--- config.mk ---
export PLATFORM = sky130hd
export DESIGN_NAME = imm_cell
export DESIGN_NICKNAME = d
export VERILOG_FILES = /design/src/rtl/imm_pkg.sv /design/src/rtl/imm_ram.sv /design/src/rtl/imm_cell.sv
export SDC_FILE = /design/constraint.sdc
export NUM_CORES = 2
export LEC_CHECK = 0
export ABC_CLOCK_PERIOD_IN_PS = 12000
export BUFFER_PORTS_ARGS = -buffer_cell sky130_fd_sc_hd__buf_2
export CORE_MARGIN = 8
export CORE_UTILIZATION = 25
export DETAILED_ROUTE_END_ITERATION = 8
export SYNTH_ARGS = -nofsm -noshare
export SYNTH_HDL_FRONTEND = slang
export SYNTH_SLANG_ARGS = --single-unit
--- constraint.sdc ---
create_clock -name clk_i -period 12 [get_ports clk_i]
set_clock_uncertainty 0.15 [all_clocks]
set_input_delay 1.8 -clock clk_i [delete_from_list [all_inputs] [get_ports clk_i]]
set_output_delay 1.8 -clock clk_i [all_outputs]
set_load 0.02 [all_outputs]
--- src/rtl/imm_pkg.sv ---
`timescale 1ns / 1ps

package imm_pkg;

  // Matrix size and derived widths.
  localparam int MATRIX_DIM = 16;
  localparam int IDX_W      = (MATRIX_DIM > 1) ? $clog2(MATRIX_DIM) : 1;
  localparam int DATA_W     = 32;
  localparam int ROW_W      = 4;
  localparam int COL_W      = 4;
  localparam int KIND_W     = 2;

  // Stream payload widths: row, col and element on the input side;
  // product, row and col on the output side.
  localparam int S_TDATA_W  = ROW_W + COL_W + DATA_W;
  localparam int M_TDATA_W  = DATA_W + ROW_W + COL_W;

  typedef enum logic [KIND_W-1:0] {
    KIND_WR_A = 2'd0,
    KIND_WR_B = 2'd1,
    KIND_READ = 2'd2
  } kind_e;

  // Write request broadcast to every cell.
  typedef struct packed {
    logic              we_a;
    logic              we_b;
    logic [IDX_W-1:0]  a_addr;
    logic [IDX_W-1:0]  b_addr;
    logic [DATA_W-1:0] data;
  } cell_wr_t;

  // Partial sum token handed from one cell to the next.
  typedef struct packed {
    logic              vld;
    logic [DATA_W-1:0] acc;
  } chain_t;

endpackage

--- src/rtl/imm_ram.sv ---
`timescale 1ns / 1ps

module imm_ram #(
  parameter int WIDTH = 32,
  parameter int DEPTH = 16
) (
  input  logic                                     clk_i,
  input  logic                                     we_i,
  input  logic [((DEPTH > 1) ? $clog2(DEPTH) : 1)-1:0] waddr_i,
  input  logic [WIDTH-1:0]                         wdata_i,
  input  logic [((DEPTH > 1) ? $clog2(DEPTH) : 1)-1:0] raddr_i,
  output logic [WIDTH-1:0]                         rdata_o
);

  logic [WIDTH-1:0] mem_q [DEPTH];
  logic [WIDTH-1:0] rdata_q;

  always_ff @(posedge clk_i) begin
    if (we_i) begin
      mem_q[waddr_i] <= wdata_i;
    end
    rdata_q <= mem_q[raddr_i];
  end

  assign rdata_o = rdata_q;

endmodule

--- src/rtl/imm_cell.sv ---
`timescale 1ns / 1ps

// One cell holds column k of A and row k of B. It forms the term
// A[row][k] * B[k][col] once per read and adds it to the passing sum.
module imm_cell
  import imm_pkg::*;
(
  input  logic             clk_i,
  input  logic             rst_ni,
  input  cell_wr_t         wr_i,
  input  logic [IDX_W-1:0] rd_row_i,
  input  logic [IDX_W-1:0] rd_col_i,
  input  logic             load_i,
  input  chain_t           chain_i,
  output chain_t           chain_o
);

  logic [DATA_W-1:0] a_rdata;
  logic [DATA_W-1:0] b_rdata;
  logic [DATA_W-1:0] prod_q;
  logic [DATA_W-1:0] acc_q;
  logic              vld_q;

  imm_ram #(
    .WIDTH (DATA_W),
    .DEPTH (MATRIX_DIM)
  ) u_ram_a (
    .clk_i   (clk_i),
    .we_i    (wr_i.we_a),
    .waddr_i (wr_i.a_addr),
    .wdata_i (wr_i.data),
    .raddr_i (rd_row_i),
    .rdata_o (a_rdata)
  );

  imm_ram #(
    .WIDTH (DATA_W),
    .DEPTH (MATRIX_DIM)
  ) u_ram_b (
    .clk_i   (clk_i),
    .we_i    (wr_i.we_b),
    .waddr_i (wr_i.b_addr),
    .wdata_i (wr_i.data),
    .raddr_i (rd_col_i),
    .rdata_o (b_rdata)
  );

  // Only the low 32 bits of the product matter, so signedness does not.
  always_ff @(posedge clk_i) begin
    if (load_i) begin
      prod_q <= a_rdata * b_rdata;
    end
    if (chain_i.vld) begin
      acc_q <= chain_i.acc + prod_q;
    end
  end

  always_ff @(posedge clk_i or negedge rst_ni) begin
    if (!rst_ni) begin
      vld_q <= 1'b0;
    end else begin
      vld_q <= chain_i.vld;
    end
  end

  assign chain_o.vld = vld_q;
  assign chain_o.acc = acc_q;

endmodule

# Yosys cells after proc, flatten, opt, wreduce, memory -nomap -nowiden
# Memories as Yosys holds them, arrays and structs flattened. A register that Yosys moved wholly into a read port is not among the register bits.
# Index checks and enable logic that the tools add are counted.
[word_totals] regBits=65 latch_bits=0 ram_bits=1024 mem_bits_ro=0 word_cells=11 mem_count=2
[mem_list] name="u_ram_a.mem_q" words=16 word_bits=32 read_ports=1 rd_ports_with_merged_regs=1 write_ports=1 line="imm_ram.sv:15" source="logic [WIDTH-1:0] mem_q [DEPTH];"
[mem_list] name="u_ram_b.mem_q" words=16 word_bits=32 read_ports=1 rd_ports_with_merged_regs=1 write_ports=1 line="imm_ram.sv:15"
[classes] n_addsub=1 multipliers=1 div=0 magnitude_cmp=0 eq_ne=0 shifts=0 muxes=4 bitwise=0 n_reduce_logical=0
[ops] operator="$add A32 B32 Y32" n=1
[ops] operator="$mul A32 B32 Y32" n=1
[ops] operator="$mux W1" n=4

# Logic depth before layout (Yosys ltp)
[logic_depth] word_depth=2 mapped_depth=28 ltp_nobuf=25

# Hierarchy
# A second synthesis with hierarchy kept.
[unflattened] hier_cells=3692 area_unflattened_um2=58816.4
[modules_own_cells] mod="imm_ram" instances=2 cells_per_inst=838 area_per_inst_um2=19854.0
[modules_own_cells] mod="imm_cell" instances=1 cells_per_inst=2016 area_per_inst_um2=19108.3

# Worst setup path before layout
# OpenSTA, ideal clock, no wires.
[synth_path] kind="register -> register" startpoint="register u_ram_b.rdata_q[2] (netlist: u_ram_b.rdata_o[2]), read port of u_ram_b.mem_q" endpoint="register prod_q[31], data pin" t_arrival_ns=6.629 required_ns=11.589 slack_ns=4.960 path_stages_with_launch=23 cell_sequence="dfxtp_1 -> clkbuf_1 -> clkbuf_1 -> nand2_1 -> fa_1 -> fa_1 -> fa_1 -> fa_1 -> inv_1 -> fa_1 -> inv_1 -> fa_1 -> fa_1 -> fa_1 -> inv_1 -> ha_1 -> nor2b_1 -> o21ai_0 -> nand2b_1 -> o41a_1 -> o31a_1 -> o41ai_4 -> xnor2_1"
[synth_between] elab_chain_cells=1
[synth_lines] element="start: declaration" line="imm_ram.sv:16" source="logic [WIDTH-1:0] rdata_q;"
[synth_lines] element="$mul A32 B32 Y32" line="imm_cell.sv:51" source="prod_q <= a_rdata * b_rdata;"
[synth_lines] element="end signal: assignment" line="imm_cell.sv:51"
[synth_lines] element="end: declaration" line="imm_cell.sv:20" source="logic [DATA_W-1:0] prod_q;"
# No other way between the ends.
# A chain may end at the register's enable or synchronous reset.

# Worst setup path in the final report
[layout_path] startpoint="register u_ram_b.rdata_q[3] (netlist: u_ram_b.rdata_o[3]), read port of u_ram_b.mem_q" endpoint="register prod_q[28], data pin"
# The elaborated chain is that of the path after synthesis.

==> run_results.csv <==
group,metric,value,unit
worst_setup_path,path_class,"reg -> reg",
clocking,ctsHoldBuffers,0,
floorplan,fp.coreArea,235000,um2
sta,slew_viol_final,0,
global_route,grt-ovfl-total,0,
floorplan,top_level_ports,119,
worst_setup_path,arrival,7990,ps
synthesis,synth_fp_nets,4185,
worst_setup_path,r2r-start,"u_ram_b.rdata_o[3]",
global_route,grt_usage,11.3,%
sta,timing.final.crit_share,64.0,%
synthesis,yosys.area.top_type_share,55.6,%
run,drv_cap,0,
clocking,clkSlewWorstSetupHoldPaths,70,ps
synthesis,synth_cell_types,58,
drt,drt-pass1-iter-count,5,
synthesis,seq_area_frac_synth,57.8,%
synthesis,synthTopCellsByCount,"edfxtp_1, fa_1, inv_1",
synthesis,postSynth.asyncResetShare,0.0867,%
clocking,cts_buffer_depth,3,
synthesis,synth_area_leaders,"edfxtp_1, fa_1, mux4_2",
finish,area_growth,14.3,%
synthesis,yosys_register_bits,1153,
min_path,hp-start,"prod_q[0]",
min_path,holdPathStages,1,
worst_setup_path,crit_path_end_kind,"flop",
sta,rsz0062_at_grt,"false",
sta,finalSetupTns,0,ps
worst_setup_path,timing.rr.end,"prod_q[28]",
drt,vias_per_cell,4.34,
sta,fmax,130,MHz
worst_setup_path,start_kind,"flop",
floorplan,placement_rows,178,
sta,max_slew_margin,22.5,%
sta,period_minus_slack,7680,ps
sta,setup_viol,0,
placement,portBuffers,118,
clocking,cts-resized-gates,0,
global_route,antenna_found_initial,30,
min_path,hp-class,"reg -> reg",
worst_setup_path,r2r_cells,22,
drt,wl,144000,um
clocking,post-cts-setup-buffers,0,
status,status,"complete, no violations",
floorplan,fp.dieH,501,um
synthesis,syn_inst,3536,
worst_setup_path,crit_chain,"and2_1, fa_1, inv_1, fa_1, fa_1, fa_1, inv_1, fa_1, inv_1, fa_1, inv_1, fa_1, fa_1, ha_1, a21oi_1, o21ai_0, a221o_1, a21oi_1, o211ai_1, a31o_2, a21oi_1, xnor2_1",
worst_setup_path,crit_top_cell,"fa_1",
global_route,grt_max_degree,72,
worst_setup_path,slowest_stage,"dfxtp_1",
worst_setup_path,r2r_setup_slack,4320,ps
floorplan,initial_core_util,25.1,%
global_route,grt_pass1_vias,32690,
worst_setup_path,path_buf_inv,4,
clocking,clock_sinks,1153,
synthesis,yosysTopAreaCell,"edfxtp_1",
clocking,ctsHtreeMaxLevel,3,
clocking,clock_latency,750,ps
floorplan,die_w,501,um
min_path,hold_end,"acc_q[0]",
clocking,cts_tree,"done",
worst_setup_path,crit_fanout,29,
drt,wl_per_cell,20.9,um
synthesis,synth_most_common_cell,"edfxtp_1",
drt,ant_nets,0,
finish,drive_above_1_share,19.1,%
drt,vias,30054,
drt,drtIter0Drc,2399,
global_route,grt_pass1_wl,216000,um
placement,gp_congestion,0.791,
sta,worstMarginPinSlew,1160,ps
finish,fillers,23206,
placement,detailed_place_hpwl,88200,um
synthesis,yosysWarnings,0,
synthesis,synth_edf_count,1088,
sta,finalHoldViolCount,0,
floorplan,dieArea,251000,um2
worst_setup_path,cp_top_family,"adder cells",
clocking,root_buffer,"clkbuf_16",
worst_setup_path,cp.required,12310,ps
finish,nets,4317,
worst_setup_path,slowest_delay,940,ps
drt,drc,0,
synthesis,ys.flop_type,"edfxtp_1",
synthesis,avgSynthCellArea,16.6,um2
synthesis,synthesis.area,58800,um2
clocking,cts-buffers-inserted,112,
## flip-flops by register name, indices dropped and copies added (netlist names)
name             flops
prod_q              32
acc_q               32
u_ram_b.mem_q      512
u_ram_b.rdata_o     32
u_ram_a.mem_q      512
vld_q                1
u_ram_a.rdata_o     32
## cells by family after synthesis
| family | Yosys count | share of synthesized area (%) |
|---|---|---|
| buffers and inverters | 564 | 3.61 |
| multiplexers | 320 | 12.3 |
| flip-flops | 1153 | 57.8 |
| XOR/XNOR | 109 | 1.62 |
| AO/OA/AOI/OAI | 161 | 1.87 |
| adder cells (fa/ha/maj) | 563 | 17.2 |
| AND/OR/NAND/NOR | 666 | 5.64 |
## stage by stage
stage | cell area [um2] | hold WS [ps] | utilization [%] | setup slack, ps | instances
3_5_place_dp | 63400 | 398 | 27.0 | 4350 | 6704
3_3_place_gp | 63400 | 391 | 27.0 | 4460 | 6704
4_1_cts | 67200 | 408 | 28.6 | 4340 | 6912
6_report | 67200 | 398 | 28.7 | 4320 | 6918
5_1_grt | 67200 | 416 | 28.6 | 4030 | 6912
2_1_floorplan | 58800 | 363 | - | 4960 | 3536
## layout by cell type, fill, tap and decap left out, drive strengths merged, types with 23 or more instances in the layout
master / instances
edfxtp: 1088
fa: 409
inv: 405
mux4: 320
nand2: 278
and2: 271
buf: 177
clkbuf: 156
ha: 154
xnor2: 86
dfxtp: 64
nor2: 55
a21oi: 43
clkinv: 41
o21ai: 31
a21o: 27
xor2: 23
## worst max path at each step
stage                       startpoint          to  slack, ps  cells after the start
detailed placement  u_ram_b.rdata_o[3]  prod_q[28]       4350                     22
floorplan           u_ram_b.rdata_o[2]  prod_q[31]       4960                     22
CTS                 u_ram_b.rdata_o[3]  prod_q[28]       4340                     22
finish              u_ram_b.rdata_o[3]  prod_q[28]       4320                     22
global route        u_ram_b.rdata_o[3]  prod_q[31]       4030                     20
global placement    u_ram_b.rdata_o[3]  prod_q[31]       4460                     22
## routing by layer
metal | global-route usage (%) | vias to the layer above | share of wire, %
met2 | 19.0 | 766 | 48
met4 | 2.26 | 20 | 1.8
met5 | 0 | - | 0.091
li1 | - | 12942 | -
met3 | 2.29 | 207 | 6.2
met1 | 15.3 | 16119 | 44
## layout make-up
cell class	count	area, um2	share of cell area (%)
multi-input cells	1819	22900	34.1
clock buffers	154	3100	4.61
repair buffers	179	1070	1.59
flip-flops and latches	1153	34000	50.6
clock inverters	54	667	0.992
diodes	6	15.0	0.0223
well taps	3150	3940	5.86
inverters	403	1510	2.25
## worst register-to-register path, delay by kind of cell, from the launching register on
kind	cells	cell delay (ps)
buf+inv	4	260
compound gates	7	1580
xor+xnor	1	80
simple gates	1	270
flops	1	940
fa+ha+maj	9	4120
Power is not shown: default switching activity piles up to over one toggle a cycle in this logic, so the estimate is an artifact.
